<file path="config.mk">
export PLATFORM = sky130hd
export DESIGN_NAME = timed_move_command_queue_flat
export DESIGN_NICKNAME = d
export VERILOG_FILES = /design/src/hdl/tmq_pkg.sv /design/src/hdl/tmq_if.sv /design/src/hdl/tmq_ctrl.sv /design/src/hdl/tmq_datapath.sv /design/src/hdl/timed_move_command_queue.sv /design/src/flat_wrapper.sv
export SDC_FILE = /design/constraint.sdc
export NUM_CORES = 1
export LEC_CHECK = 0
export BUFFER_PORTS_ARGS = -buffer_cell sky130_fd_sc_hd__buf_2
export CAP_MARGIN = 20
export CORE_UTILIZATION = 62
export CTS_CLUSTER_DIAMETER = 120
export DETAILED_ROUTE_END_ITERATION = 10
export PLACE_DENSITY = 0.91
export SYNTH_ARGS = -nofsm -noshare
export SYNTH_HDL_FRONTEND = slang
export SYNTH_SLANG_ARGS = --single-unit
</file>
<file path="constraint.sdc">
create_clock -name i_clk -period 10.58 [get_ports i_clk]
set_input_delay 1.058 -clock i_clk [delete_from_list [all_inputs] [get_ports i_clk]]
set_output_delay 1.058 -clock i_clk [all_outputs]
set_load 0.05 [all_outputs]
</file>
<file path="src/hdl/tmq_pkg.sv">
// Package for the timed move command queue.
// Holds the payload, entry, result, state and datapath command/status types, the reset reload and the fill width.
// No dependencies.
`default_nettype none

package tmq_pkg;

    localparam logic [15:0] RESET_RELOAD = 16'd1000;
    localparam int          FILL_W       = 4;

    typedef enum logic [1:0] {
        KIND_ACCEPT   = 2'd0,
        KIND_REJECT   = 2'd1,
        KIND_NO_ISSUE = 2'd2,
        KIND_ISSUE    = 2'd3
    } t_kind;

    typedef struct packed {
        logic        req_type;
        logic [2:0]  prop_index;
        logic [15:0] target_position;
        logic [15:0] travel_interval;
        logic [15:0] gesture_ticks;
    } t_move_req;

    typedef struct packed {
        t_kind             result_kind;
        logic [2:0]        out_prop;
        logic [15:0]       out_target;
        logic [15:0]       out_travel;
        logic [FILL_W-1:0] fill_before;
    } t_move_res;

    typedef struct packed {
        logic [2:0]  prop;
        logic [15:0] target;
        logic [15:0] travel;
        logic [15:0] gesture;
    } t_entry;

    typedef enum logic {
        S_IDLE,
        S_ISSUE
    } t_state;

    typedef struct packed {
        logic  wr_en;
        logic  cnt_dec;
        logic  cnt_reload;
        logic  rd_start;
        logic  issue;
        logic  res_load;
        t_kind res_kind;
    } t_dp_cmd;

    typedef struct packed {
        logic out_free;
        logic req_enq;
        logic q_full;
        logic q_empty;
        logic cnt_zero;
    } t_dp_status;

endpackage

`default_nettype wire

</file>
<file path="src/hdl/tmq_if.sv">
// Valid/ready channel interfaces for move requests and queue results.
// Depends on tmq_pkg.
`default_nettype none

interface tmq_in_if import tmq_pkg::*; ();
    logic      valid;
    logic      ready;
    t_move_req data;

    modport source (output valid, output data, input ready);
    modport sink   (input valid, input data, output ready);
endinterface

interface tmq_out_if import tmq_pkg::*; ();
    logic      valid;
    logic      ready;
    t_move_res data;

    modport source (output valid, output data, input ready);
    modport sink   (input valid, input data, output ready);
endinterface

`default_nettype wire

</file>
<file path="src/hdl/tmq_ctrl.sv">
// Controller of the timed move command queue: decodes each request transfer into datapath
// commands and issues a fetched move from S_ISSUE. Depends on tmq_pkg.
`default_nettype none

module tmq_ctrl import tmq_pkg::*; (
    input  wire logic       i_clk,
    input  wire logic       i_rst_n,
    input  wire logic       i_in_valid,
    input  wire t_dp_status i_status,
    output logic            o_in_ready,
    output t_dp_cmd         o_cmd
);

    t_state r_state;
    t_state n_state;

    always_ff @(posedge i_clk) begin
        if (!i_rst_n) begin
            r_state <= S_IDLE;
        end else begin
            r_state <= n_state;
        end
    end

    always_comb begin
        n_state    = r_state;
        o_in_ready = 1'b0;
        o_cmd      = '0;
        o_cmd.res_kind = KIND_NO_ISSUE;
        unique case (r_state)
            S_IDLE: begin
                o_in_ready = i_status.out_free && i_rst_n;
                if (i_in_valid && o_in_ready) begin
                    if (i_status.req_enq) begin
                        o_cmd.res_load = 1'b1;
                        if (i_status.q_full) begin
                            o_cmd.res_kind = KIND_REJECT;
                        end else begin
                            o_cmd.wr_en    = 1'b1;
                            o_cmd.res_kind = KIND_ACCEPT;
                        end
                    end else if (!i_status.cnt_zero) begin
                        o_cmd.cnt_dec  = 1'b1;
                        o_cmd.res_load = 1'b1;
                    end else if (i_status.q_empty) begin
                        o_cmd.cnt_reload = 1'b1;
                        o_cmd.res_load   = 1'b1;
                    end else begin
                        // fetch the head entry; the result follows once the read lands
                        o_cmd.rd_start = 1'b1;
                        n_state        = S_ISSUE;
                    end
                end
            end
            S_ISSUE: begin
                if (i_status.out_free) begin
                    o_cmd.issue    = 1'b1;
                    o_cmd.res_load = 1'b1;
                    o_cmd.res_kind = KIND_ISSUE;
                    n_state        = S_IDLE;
                end
            end
            default: begin
                n_state = S_IDLE;
            end
        endcase
    end

endmodule

`default_nettype wire

</file>
<file path="src/hdl/tmq_datapath.sv">
// Datapath of the timed move command queue: move store, ring pointers,
// countdown, reload register and result register. Depends on tmq_pkg.
`default_nettype none

module tmq_datapath import tmq_pkg::*; #(
    parameter int QUEUE_DEPTH = 16
) (
    input  wire logic        i_clk,
    input  wire logic        i_rst_n,
    input  wire logic        i_cfg_we,
    input  wire logic [15:0] i_cfg_data,
    input  wire t_move_req   i_req,
    input  wire t_dp_cmd     i_cmd,
    output t_dp_status       o_status,
    output logic             o_res_valid,
    output t_move_res        o_res,
    input  wire logic        i_res_ready
);

    localparam int AW = (QUEUE_DEPTH > 1) ? $clog2(QUEUE_DEPTH) : 1;
    localparam logic [AW-1:0] LAST  = AW'(QUEUE_DEPTH - 1);
    localparam logic [AW:0]   DEPTH = (AW + 1)'(QUEUE_DEPTH);

    t_entry        r_mem [QUEUE_DEPTH];
    t_entry        r_rd_data;
    logic [AW-1:0] r_wr_ptr, n_wr_ptr;
    logic [AW-1:0] r_rd_ptr, n_rd_ptr;
    logic [15:0]   r_cnt, n_cnt;
    logic [15:0]   r_reload;
    logic          r_out_valid, n_out_valid;
    t_move_res     r_out_data, n_out_data;

    logic [AW-1:0]      wr_next, rd_next;
    logic [AW-1:0]      fill;
    logic [AW:0]        fill_wrap;
    logic [AW+FILL_W:0] fill_ext;
    logic               out_free;
    t_entry             wr_entry;

    assign wr_next   = (r_wr_ptr == LAST) ? '0 : r_wr_ptr + 1'b1;
    assign rd_next   = (r_rd_ptr == LAST) ? '0 : r_rd_ptr + 1'b1;
    assign fill_wrap = {1'b0, r_wr_ptr} + DEPTH - {1'b0, r_rd_ptr};
    assign fill      = (r_wr_ptr >= r_rd_ptr) ? r_wr_ptr - r_rd_ptr : fill_wrap[AW-1:0];
    assign fill_ext  = {{(FILL_W + 1){1'b0}}, fill};
    assign out_free  = !r_out_valid || i_res_ready;

    assign wr_entry.prop    = i_req.prop_index;
    assign wr_entry.target  = i_req.target_position;
    assign wr_entry.travel  = i_req.travel_interval;
    assign wr_entry.gesture = i_req.gesture_ticks;

    assign o_status.out_free = out_free;
    assign o_status.req_enq  = i_req.req_type;
    assign o_status.q_full   = (wr_next == r_rd_ptr);
    assign o_status.q_empty  = (r_wr_ptr == r_rd_ptr);
    assign o_status.cnt_zero = (r_cnt == 16'd0);

    assign o_res_valid = r_out_valid;
    assign o_res       = r_out_data;

    always_ff @(posedge i_clk) begin
        if (i_cmd.wr_en) begin
            r_mem[r_wr_ptr] <= wr_entry;
        end
        if (i_cmd.rd_start) begin
            r_rd_data <= r_mem[r_rd_ptr];
        end
    end

    always_comb begin
        n_wr_ptr    = r_wr_ptr;
        n_rd_ptr    = r_rd_ptr;
        n_cnt       = r_cnt;
        n_out_valid = r_out_valid;
        n_out_data  = r_out_data;

        if (i_cmd.wr_en) begin
            n_wr_ptr = wr_next;
        end
        if (i_cmd.cnt_dec) begin
            n_cnt = r_cnt - 16'd1;
        end
        if (i_cmd.cnt_reload) begin
            n_cnt = r_reload;
        end
        if (i_cmd.issue) begin
            n_cnt    = r_rd_data.gesture;
            n_rd_ptr = rd_next;
        end

        // drop the result once the sink takes it
        if (r_out_valid && i_res_ready) begin
            n_out_valid = 1'b0;
        end
        if (i_cmd.res_load) begin
            n_out_valid            = 1'b1;
            n_out_data             = '0;
            n_out_data.result_kind = i_cmd.res_kind;
            if (i_cmd.issue) begin
                n_out_data.out_prop    = r_rd_data.prop;
                n_out_data.out_target  = r_rd_data.target;
                n_out_data.out_travel  = r_rd_data.travel;
                n_out_data.fill_before = fill_ext[FILL_W-1:0];
            end
        end
    end

    always_ff @(posedge i_clk) begin
        if (!i_rst_n) begin
            r_wr_ptr    <= '0;
            r_rd_ptr    <= '0;
            r_cnt       <= RESET_RELOAD;
            r_reload    <= RESET_RELOAD;
            r_out_valid <= 1'b0;
        end else begin
            r_wr_ptr    <= n_wr_ptr;
            r_rd_ptr    <= n_rd_ptr;
            r_cnt       <= n_cnt;
            r_out_valid <= n_out_valid;
            if (i_cfg_we) begin
                r_reload <= i_cfg_data;
            end
        end
    end

    always_ff @(posedge i_clk) begin
        r_out_data <= n_out_data;
    end

    a_no_write_full: assert property (@(posedge i_clk) disable iff (!i_rst_n)
        i_cmd.wr_en |-> !o_status.q_full)
        else $error("store written while queue full");

    a_fetch_needs_move: assert property (@(posedge i_clk) disable iff (!i_rst_n)
        i_cmd.rd_start |-> !o_status.q_empty && o_status.cnt_zero)
        else $error("head fetched without an expired countdown and a queued move");

    a_load_when_free: assert property (@(posedge i_clk) disable iff (!i_rst_n)
        i_cmd.res_load |-> out_free)
        else $error("pending result overwritten");

    a_issue_shows: assert property (@(posedge i_clk) disable iff (!i_rst_n)
        i_cmd.issue |=> r_out_valid && (r_out_data.result_kind == KIND_ISSUE))
        else $error("issued move not presented");

endmodule

`default_nettype wire

</file>
<file path="src/hdl/timed_move_command_queue.sv">
// Timed move command queue, top level.
// Results: enqueues and non-issuing ticks give their result in the cycle after transfer;
// a tick that issues a move passes through the registered store read, then the result register.
// Throughput: one item per cycle; an issuing tick holds input off while in S_ISSUE; a held result stalls input.
// Reset: pointers cleared, countdown and idle reload set to 1000, result register emptied;
// the move store is not cleared.
`default_nettype none

module timed_move_command_queue import tmq_pkg::*; #(
    parameter int QUEUE_DEPTH = 16
) (
    input  wire logic        i_clk,
    input  wire logic        i_rst_n,
    input  wire logic        i_cfg_we,
    input  wire logic [15:0] i_cfg_data,
    tmq_in_if.sink           i_in,
    tmq_out_if.source        o_out
);

    t_dp_cmd    cmd;
    t_dp_status status;
    logic       in_ready;
    logic       res_valid;
    t_move_res  res;

    tmq_ctrl u_ctrl (
        .i_clk      (i_clk),
        .i_rst_n    (i_rst_n),
        .i_in_valid (i_in.valid),
        .i_status   (status),
        .o_in_ready (in_ready),
        .o_cmd      (cmd)
    );

    tmq_datapath #(
        .QUEUE_DEPTH (QUEUE_DEPTH)
    ) u_datapath (
        .i_clk       (i_clk),
        .i_rst_n     (i_rst_n),
        .i_cfg_we    (i_cfg_we),
        .i_cfg_data  (i_cfg_data),
        .i_req       (i_in.data),
        .i_cmd       (cmd),
        .o_status    (status),
        .o_res_valid (res_valid),
        .o_res       (res),
        .i_res_ready (o_out.ready)
    );

    assign i_in.ready  = in_ready;
    assign o_out.valid = res_valid;
    assign o_out.data  = res;

endmodule

`default_nettype wire

</file>
<file path="src/flat_wrapper.sv">
// flat-port wrapper written by rule: the top's interface ports become plain ports
module timed_move_command_queue_flat import tmq_pkg::*;
#(
    parameter int QUEUE_DEPTH = 16
)
  (i_clk, i_rst_n, i_cfg_we, i_cfg_data, i_in_valid, i_in_data, i_in_ready, o_out_valid, o_out_data, o_out_ready);
  tmq_in_if i_in_i ();
  tmq_out_if o_out_i ();
  input  wire logic i_clk;
  input  wire logic i_rst_n;
  input  wire logic i_cfg_we;
  input  wire logic [15:0] i_cfg_data;
  input wire logic [$bits(i_in_i.valid)-1:0] i_in_valid;
  input wire logic [$bits(i_in_i.data)-1:0] i_in_data;
  output wire logic [$bits(i_in_i.ready)-1:0] i_in_ready;
  output wire logic [$bits(o_out_i.valid)-1:0] o_out_valid;
  output wire logic [$bits(o_out_i.data)-1:0] o_out_data;
  input wire logic [$bits(o_out_i.ready)-1:0] o_out_ready;
  assign i_in_i.valid = i_in_valid;
  assign i_in_i.data = i_in_data;
  assign i_in_ready = i_in_i.ready;
  assign o_out_valid = o_out_i.valid;
  assign o_out_data = o_out_i.data;
  assign o_out_i.ready = o_out_ready;
  timed_move_command_queue #(.QUEUE_DEPTH(QUEUE_DEPTH)) u_core (.i_clk(i_clk), .i_rst_n(i_rst_n), .i_cfg_we(i_cfg_we), .i_cfg_data(i_cfg_data), .i_in(i_in_i), .o_out(o_out_i));
endmodule
</file>
Word-level counts from Yosys, hierarchy flattened
Memory sizes are Yosys's and may differ from the RTL's. A register that Yosys moved wholly into a read port is not among the register bits.
Cells that the tools add are included.
{"block": "totals", "ff_bits": 83, "ram_bits": 816, "inputBits": 73, "out_inout_bits": 43, "word_cells": 65, "mem_count": 1}
{"block": "op_classes", "addsub": 6, "order_cmp": 1, "eq_ne": 4, "muxes": 33, "n_bitwise": 1, "reduce_logical": 8}
{"name": "u_core.u_datapath.r_mem", "words": 16, "width": 51, "rd": 1, "rd_clocked_by_memory_dff": 1, "wr": 1, "line_no": "tmq_datapath.sv:24", "text": "t_entry r_mem [QUEUE_DEPTH];"}
{"operator": "16-bit two-way mux", "count": 3}
{"operator": "4-bit two-way mux", "count": 6}
{"operator": "1-bit two-way mux", "count": 18}
{"operator": "16-bit zero test", "count": 1}
{"operator": "16-bit by 1-bit subtractor with 16-bit output (second input constant)", "count": 1}
{"operator": "4-bit by 1-bit adder with 4-bit output (second input constant)", "count": 3}
{"operator": "4-bit equality test", "count": 2}
{"operator": "4-bit equality test (second input constant)", "count": 2}
{"operator": "4-bit subtractor", "count": 2}
{"operator": "3-bit two-way mux", "count": 2}
{"operator": "3-bit case mux with 2 select lines", "count": 1}
{"operator": "4-bit >= comparator", "count": 1}
{"operator": "2-bit two-way mux", "count": 2}
{"operator": "1-bit logical AND", "count": 3}
{"operator": "3-bit nonzero test", "count": 1}
{"operator": "1-bit case mux with 2 select lines", "count": 1}
{"operator": "2-bit nonzero test", "count": 1}
{"operator": "1-bit zero test", "count": 1}
{"operator": "1-bit logical OR", "count": 1}
{"operator": "1-bit NOT", "count": 1}

Longest topological paths before layout
{"block": "logic_depth", "word_depth": 10, "mapped_depth": 11, "depth_no_buf": 8}

Modules after synthesis
Synthesis repeated with hierarchy kept, for this count alone.
{"block": "hier_totals", "cells_unflattened": 1835, "area_unflattened_um2": 36561.3}
{"module": "tmq_datapath", "instances": 1, "cells_each": 1815, "area_per_inst_um2": 36414.9, "seq_area_each_um2": 28086.9}
{"module": "tmq_ctrl", "instances": 1, "cells_each": 20, "area_per_inst_um2": 146.4, "seq_area_each_um2": 20.0}

Worst setup path before layout
No wires, ideal clock.
{"block": "synth_timing", "path_kind": "input to register", "start": "input port i_rst_n", "end": "memory u_core.u_datapath.r_mem[7][0] (netlist bit), enable pin", "setup_ns": 0.533, "t_arrival_ns": 5.812, "required_ns": 10.047, "path_slack_ns": 4.235, "stages": 5, "path_buffers": 1, "path_cell_list": "clkbuf_1 nand4_1 a31oi_2 nand2_1 nor3b_1"}
{"block": "synth_via", "elab_chain_len": 6}
{"item": "start: declaration", "line_no": "flat_wrapper.sv:10", "text": "input wire logic i_rst_n;"}
{"item": "1-bit logical AND", "line_no": "tmq_ctrl.sv:32", "text": "o_in_ready = i_status.out_free && i_rst_n;"}
{"item": "1-bit logical AND", "line_no": "tmq_ctrl.sv:33", "text": "if (i_in_valid && o_in_ready) begin"}
{"item": "4-bit two-way mux", "line_no": "tmq_ctrl.sv:33"}
{"item": "4-bit two-way mux", "line_no": "tmq_ctrl.sv:30", "text": "unique case (r_state)"}
{"item": "1-bit two-way mux", "line_no": "tmq_datapath.sv:62", "text": "if (i_cmd.wr_en) begin"}
{"item": "1-bit two-way mux (not written as such)", "line_no": "tmq_datapath.sv:63", "text": "r_mem[r_wr_ptr] <= wr_entry;"}
{"item": "end: declaration", "line_no": "tmq_datapath.sv:24"}
Every way passes these cells.

Worst setup path in the final report
{"block": "layout_timing", "start": "register u_core.u_datapath.r_wr_ptr[2]", "end": "memory u_core.u_datapath.r_mem[7][37] (netlist bit), enable pin"}
{"block": "layout_via", "elab_chain_len": 9, "elab_cells_between_ends": 10, "cone_classes": "add/sub: 1; eq/ne: 2; mux: 7"}
{"item": "start: declaration", "line_no": "tmq_datapath.sv:26", "text": "logic [AW-1:0] r_wr_ptr, n_wr_ptr;"}
{"item": "start signal: assignment", "line_no": "tmq_datapath.sv:116", "text": "r_wr_ptr <= n_wr_ptr;"}
{"item": "4-bit by 1-bit adder with 4-bit output or 4-bit equality test (tied branches)", "line_no": "tmq_datapath.sv:40", "text": "assign wr_next = (r_wr_ptr == LAST) ? '0 : r_wr_ptr + 1'b1;"}
{"item": "4-bit two-way mux", "line_no": "tmq_datapath.sv:40"}
{"item": "4-bit equality test", "line_no": "tmq_datapath.sv:54", "text": "assign o_status.q_full = (wr_next == r_rd_ptr);"}
{"item": "1-bit two-way mux", "line_no": "tmq_ctrl.sv:36", "text": "if (i_status.q_full) begin"}
{"item": "1-bit two-way mux", "line_no": "tmq_ctrl.sv:34", "text": "if (i_status.req_enq) begin"}
{"item": "4-bit two-way mux", "line_no": "tmq_ctrl.sv:33"}
{"item": "4-bit two-way mux", "line_no": "tmq_ctrl.sv:30"}
{"item": "1-bit two-way mux", "line_no": "tmq_datapath.sv:62"}
{"item": "1-bit two-way mux (not written as such)", "line_no": "tmq_datapath.sv:63"}
Parallel ways exist; a longest one is shown, timed or not.

==> metrics <==
Resized Gates After CTS=0; Post-synth top cells=edfxtp_1 (908), mux4_2 (255), clkbuf_1 (53); die extent in x=~240 um; CP Capture Type=flop; max-slew violations=0; global-route wire length before repair=~130000 um; Storage cell area=28120 um2; Synth Instances=1592; total global routing overflow=0; CTS H-tree depth=3; detailed-router iteration count before antenna repair=5; Yosys top cell by area=edfxtp_1; initial antenna violation count=13; reg2reg end=u_core.u_datapath.r_mem[7][37]$_DFFE_PP_; Worst Tran Pin Value=1.117 ns; Mean Syn Cell Area=approximately 23 um2; post-DP HPWL=between 40000 and 50000 um; Routed WL per cell=between 30 and 40 um; post-synth cell types=57; CTS Buf Count=between 90 and 100; nets@finish=~1800; post-synth top area share=approximately three quarters; CTS root buf=clkbuf_16; crit path kind=flop to flop; most common cell in the netlist=edfxtp_1; top cells by area, synth=edfxtp_1 (75%), mux4_2 (16%), dfxtp_1 (2.3%); Multi-input gate area=approximately 8000 um2; vias in the first global route=18337; Core ar.=57700 um2; Reg2Reg Depth=7; Top Ports=between 100 and 150; ys async rst share=0%; ANT nets after route=0; Rel. slew slack=around 26%; status=completed; Post-synth top flop=edfxtp_1; TNS Setup=0 ns; unrepaired setup endpoints after global routing=no; Mapped Nets=around 1700; post-route DRC violation count=0; Post-Synthesis Cell Area=~36000 um2; PwrDens=185.7 nW/um2; setup bufs post-CTS=0; Final setup viols=0; largest net degree at the start of global routing=approximately 90; share of cells above drive strength 1=about a third; Startpoint Class=flop; WHS=0.4770 ns; Sink Count=950; Fillers=3121; FF-to-FF setup slack=6.68 ns; initial core utilization=a little over three fifths; Worst-path clk slew=roughly 0.060 ns; routed vias/inst=approximately 7.0; Worst EP arrival=4.15 ns; final hold vios=0; Syn. warnings=0; port bufs=between 100 and 150; DRT iter0 DRCs=roughly 2500; WP data required=10.83 ns; num rows=88; CTS tree=built; Clock Path Buffers=3; worst skew pair latency=~0.65 ns; maxcap violations=0; final period utilization=36.87%; area delta synth->final=12.47%; hold-fix buffers at CTS=0; Static Leak=0.01290 uW; Die Area=about 59000 um2; EDFF count, synth=a little over 900; Critical Path Source=u_core.u_datapath.r_wr_ptr[2]$_SDFFE_PN0P_; Die Y=~240 um; Vias=18128; Yosys reg bits=between 900 and 1000; VDD IR max=0.0001705 V; final WL=90360 um; Hold Path Class=flop to flop; Fmax=between 200 and 300 MHz; routability cong.=0.8527; end of the critical path=u_core.u_datapath.r_mem[7][37]$_DFFE_PP_; GRT Util Overall=31.16%; worst clock skew=~0.025 ns; RR Startpoint=u_core.u_datapath.r_wr_ptr[2]$_SDFFE_PN0P_; crit-path max FO=51; minimum clock period=~4 ns; Seq/Total Area, Yosys=roughly 78%
state kept, by name (all words and copies together), names as in the netlist:
signal,cells
u_core.u_datapath.r_cnt,16
u_core.u_ctrl.r_state,1
u_core.u_datapath.r_rd_ptr,4
u_core.u_datapath.o_res_valid,1
u_core.u_datapath.o_res,41
u_core.u_datapath.r_wr_ptr,4
u_core.u_datapath.r_rd_data,51
u_core.u_datapath.r_reload,16
u_core.u_datapath.r_mem,816
worst max-delay path, cell delays in order, from the launching register on:
cell and delay, ns:
dfxtp_1 0.89, and2_1 0.28, a21oi_1 0.12, xnor2_1 0.17, a31oi_2 0.52, nand2_1 0.40
nor3b_2 0.31, buf_4 0.74
report_power, final:
| group | switching [uW] | internal, uW | total, uW |
|---|---|---|---|
| Combinational | 112 | 40.6 | 153 |
| Clock | 1420 | 1840 | 3260 |
| Sequential | 12.4 | 4130 | 4140 |
layout make-up:
type,instances,area share [%]
Sequential cell,950,69.03
Multi-Input combinational cell,549,19.21
Clock buffer,113,5.898
Tap cell,765,2.350
Timing Repair Buffer,148,2.070
Clock inverter,54,1.312
Inverter,7,0.07065
Antenna cell,10,0.06144
cells in the final DEF, fill, tap and decap left out, drive strengths merged, types with 18 or more instances in the layout:
master and n:
edfxtp 908, mux4 255, buf 148, clkbuf 113
nand2 49, dfxtp 42, and3 36, clkinv 36
mux2i 20, nor2 20, o21ai 18
stage by stage:
stage                     power, uW  worst slack [ns]  area (um2)  util, %  instances
final                          7562             6.679       40730    70.60       2596
after global placement         4357             5.888       37750    65.43       2417
after detailed placement       4372             6.324       37770    65.46       2419
after CTS                      7586             6.548       40710    70.55       2586
after global routing           7724             6.406       40730    70.59       2594
after floorplan                4294             4.235       36220        -       1592
worst min-delay path by stage:
stage / from / end / depth (start not counted)
global route: u_core.u_datapath.r_rd_data[5]$_DFFE_PP_ / u_core.u_datapath.r_cnt[5]$_SDFFE_PN1P_ / 2
CTS: u_core.u_datapath.r_rd_data[5]$_DFFE_PP_ / u_core.u_datapath.r_cnt[5]$_SDFFE_PN1P_ / 2
floorplan: u_core.u_datapath.r_reload[9]$_SDFFE_PN1P_ / u_core.u_datapath.r_reload[9]$_SDFFE_PN1P_ / 2
finish: u_core.u_datapath.r_rd_data[5]$_DFFE_PP_ / u_core.u_datapath.r_cnt[5]$_SDFFE_PN1P_ / 2
global placement: u_core.u_datapath.r_rd_data[5]$_DFFE_PP_ / u_core.u_datapath.r_cnt[5]$_SDFFE_PN1P_ / 2
detailed placement: u_core.u_datapath.r_rd_data[5]$_DFFE_PP_ / u_core.u_datapath.r_cnt[5]$_SDFFE_PN1P_ / 2
kinds of logic after synthesis:
logic type | after synthesis | share of synthesized area [%]
DFF | 950 | 77.61
muxes | 276 | 16.44
and+or+nand+nor | 176 | 2.791
buffers and inverters | 93 | 1.068
AOI/OAI and AO/OA | 64 | 1.157
xor gates and xnor gates | 22 | 0.5321
adders and majority gates | 11 | 0.4008
metal layers:
metal  GRT usage, %  wire [um]  part of all wire [%]
met3          5.882       8607                   9.5
met2          50.99      46080                    51
met5              0         26                 0.029
met1          41.75      32310                    36
met4          13.01       3344                   3.7
No activity file was read; power rests on OpenSTA's default activity.
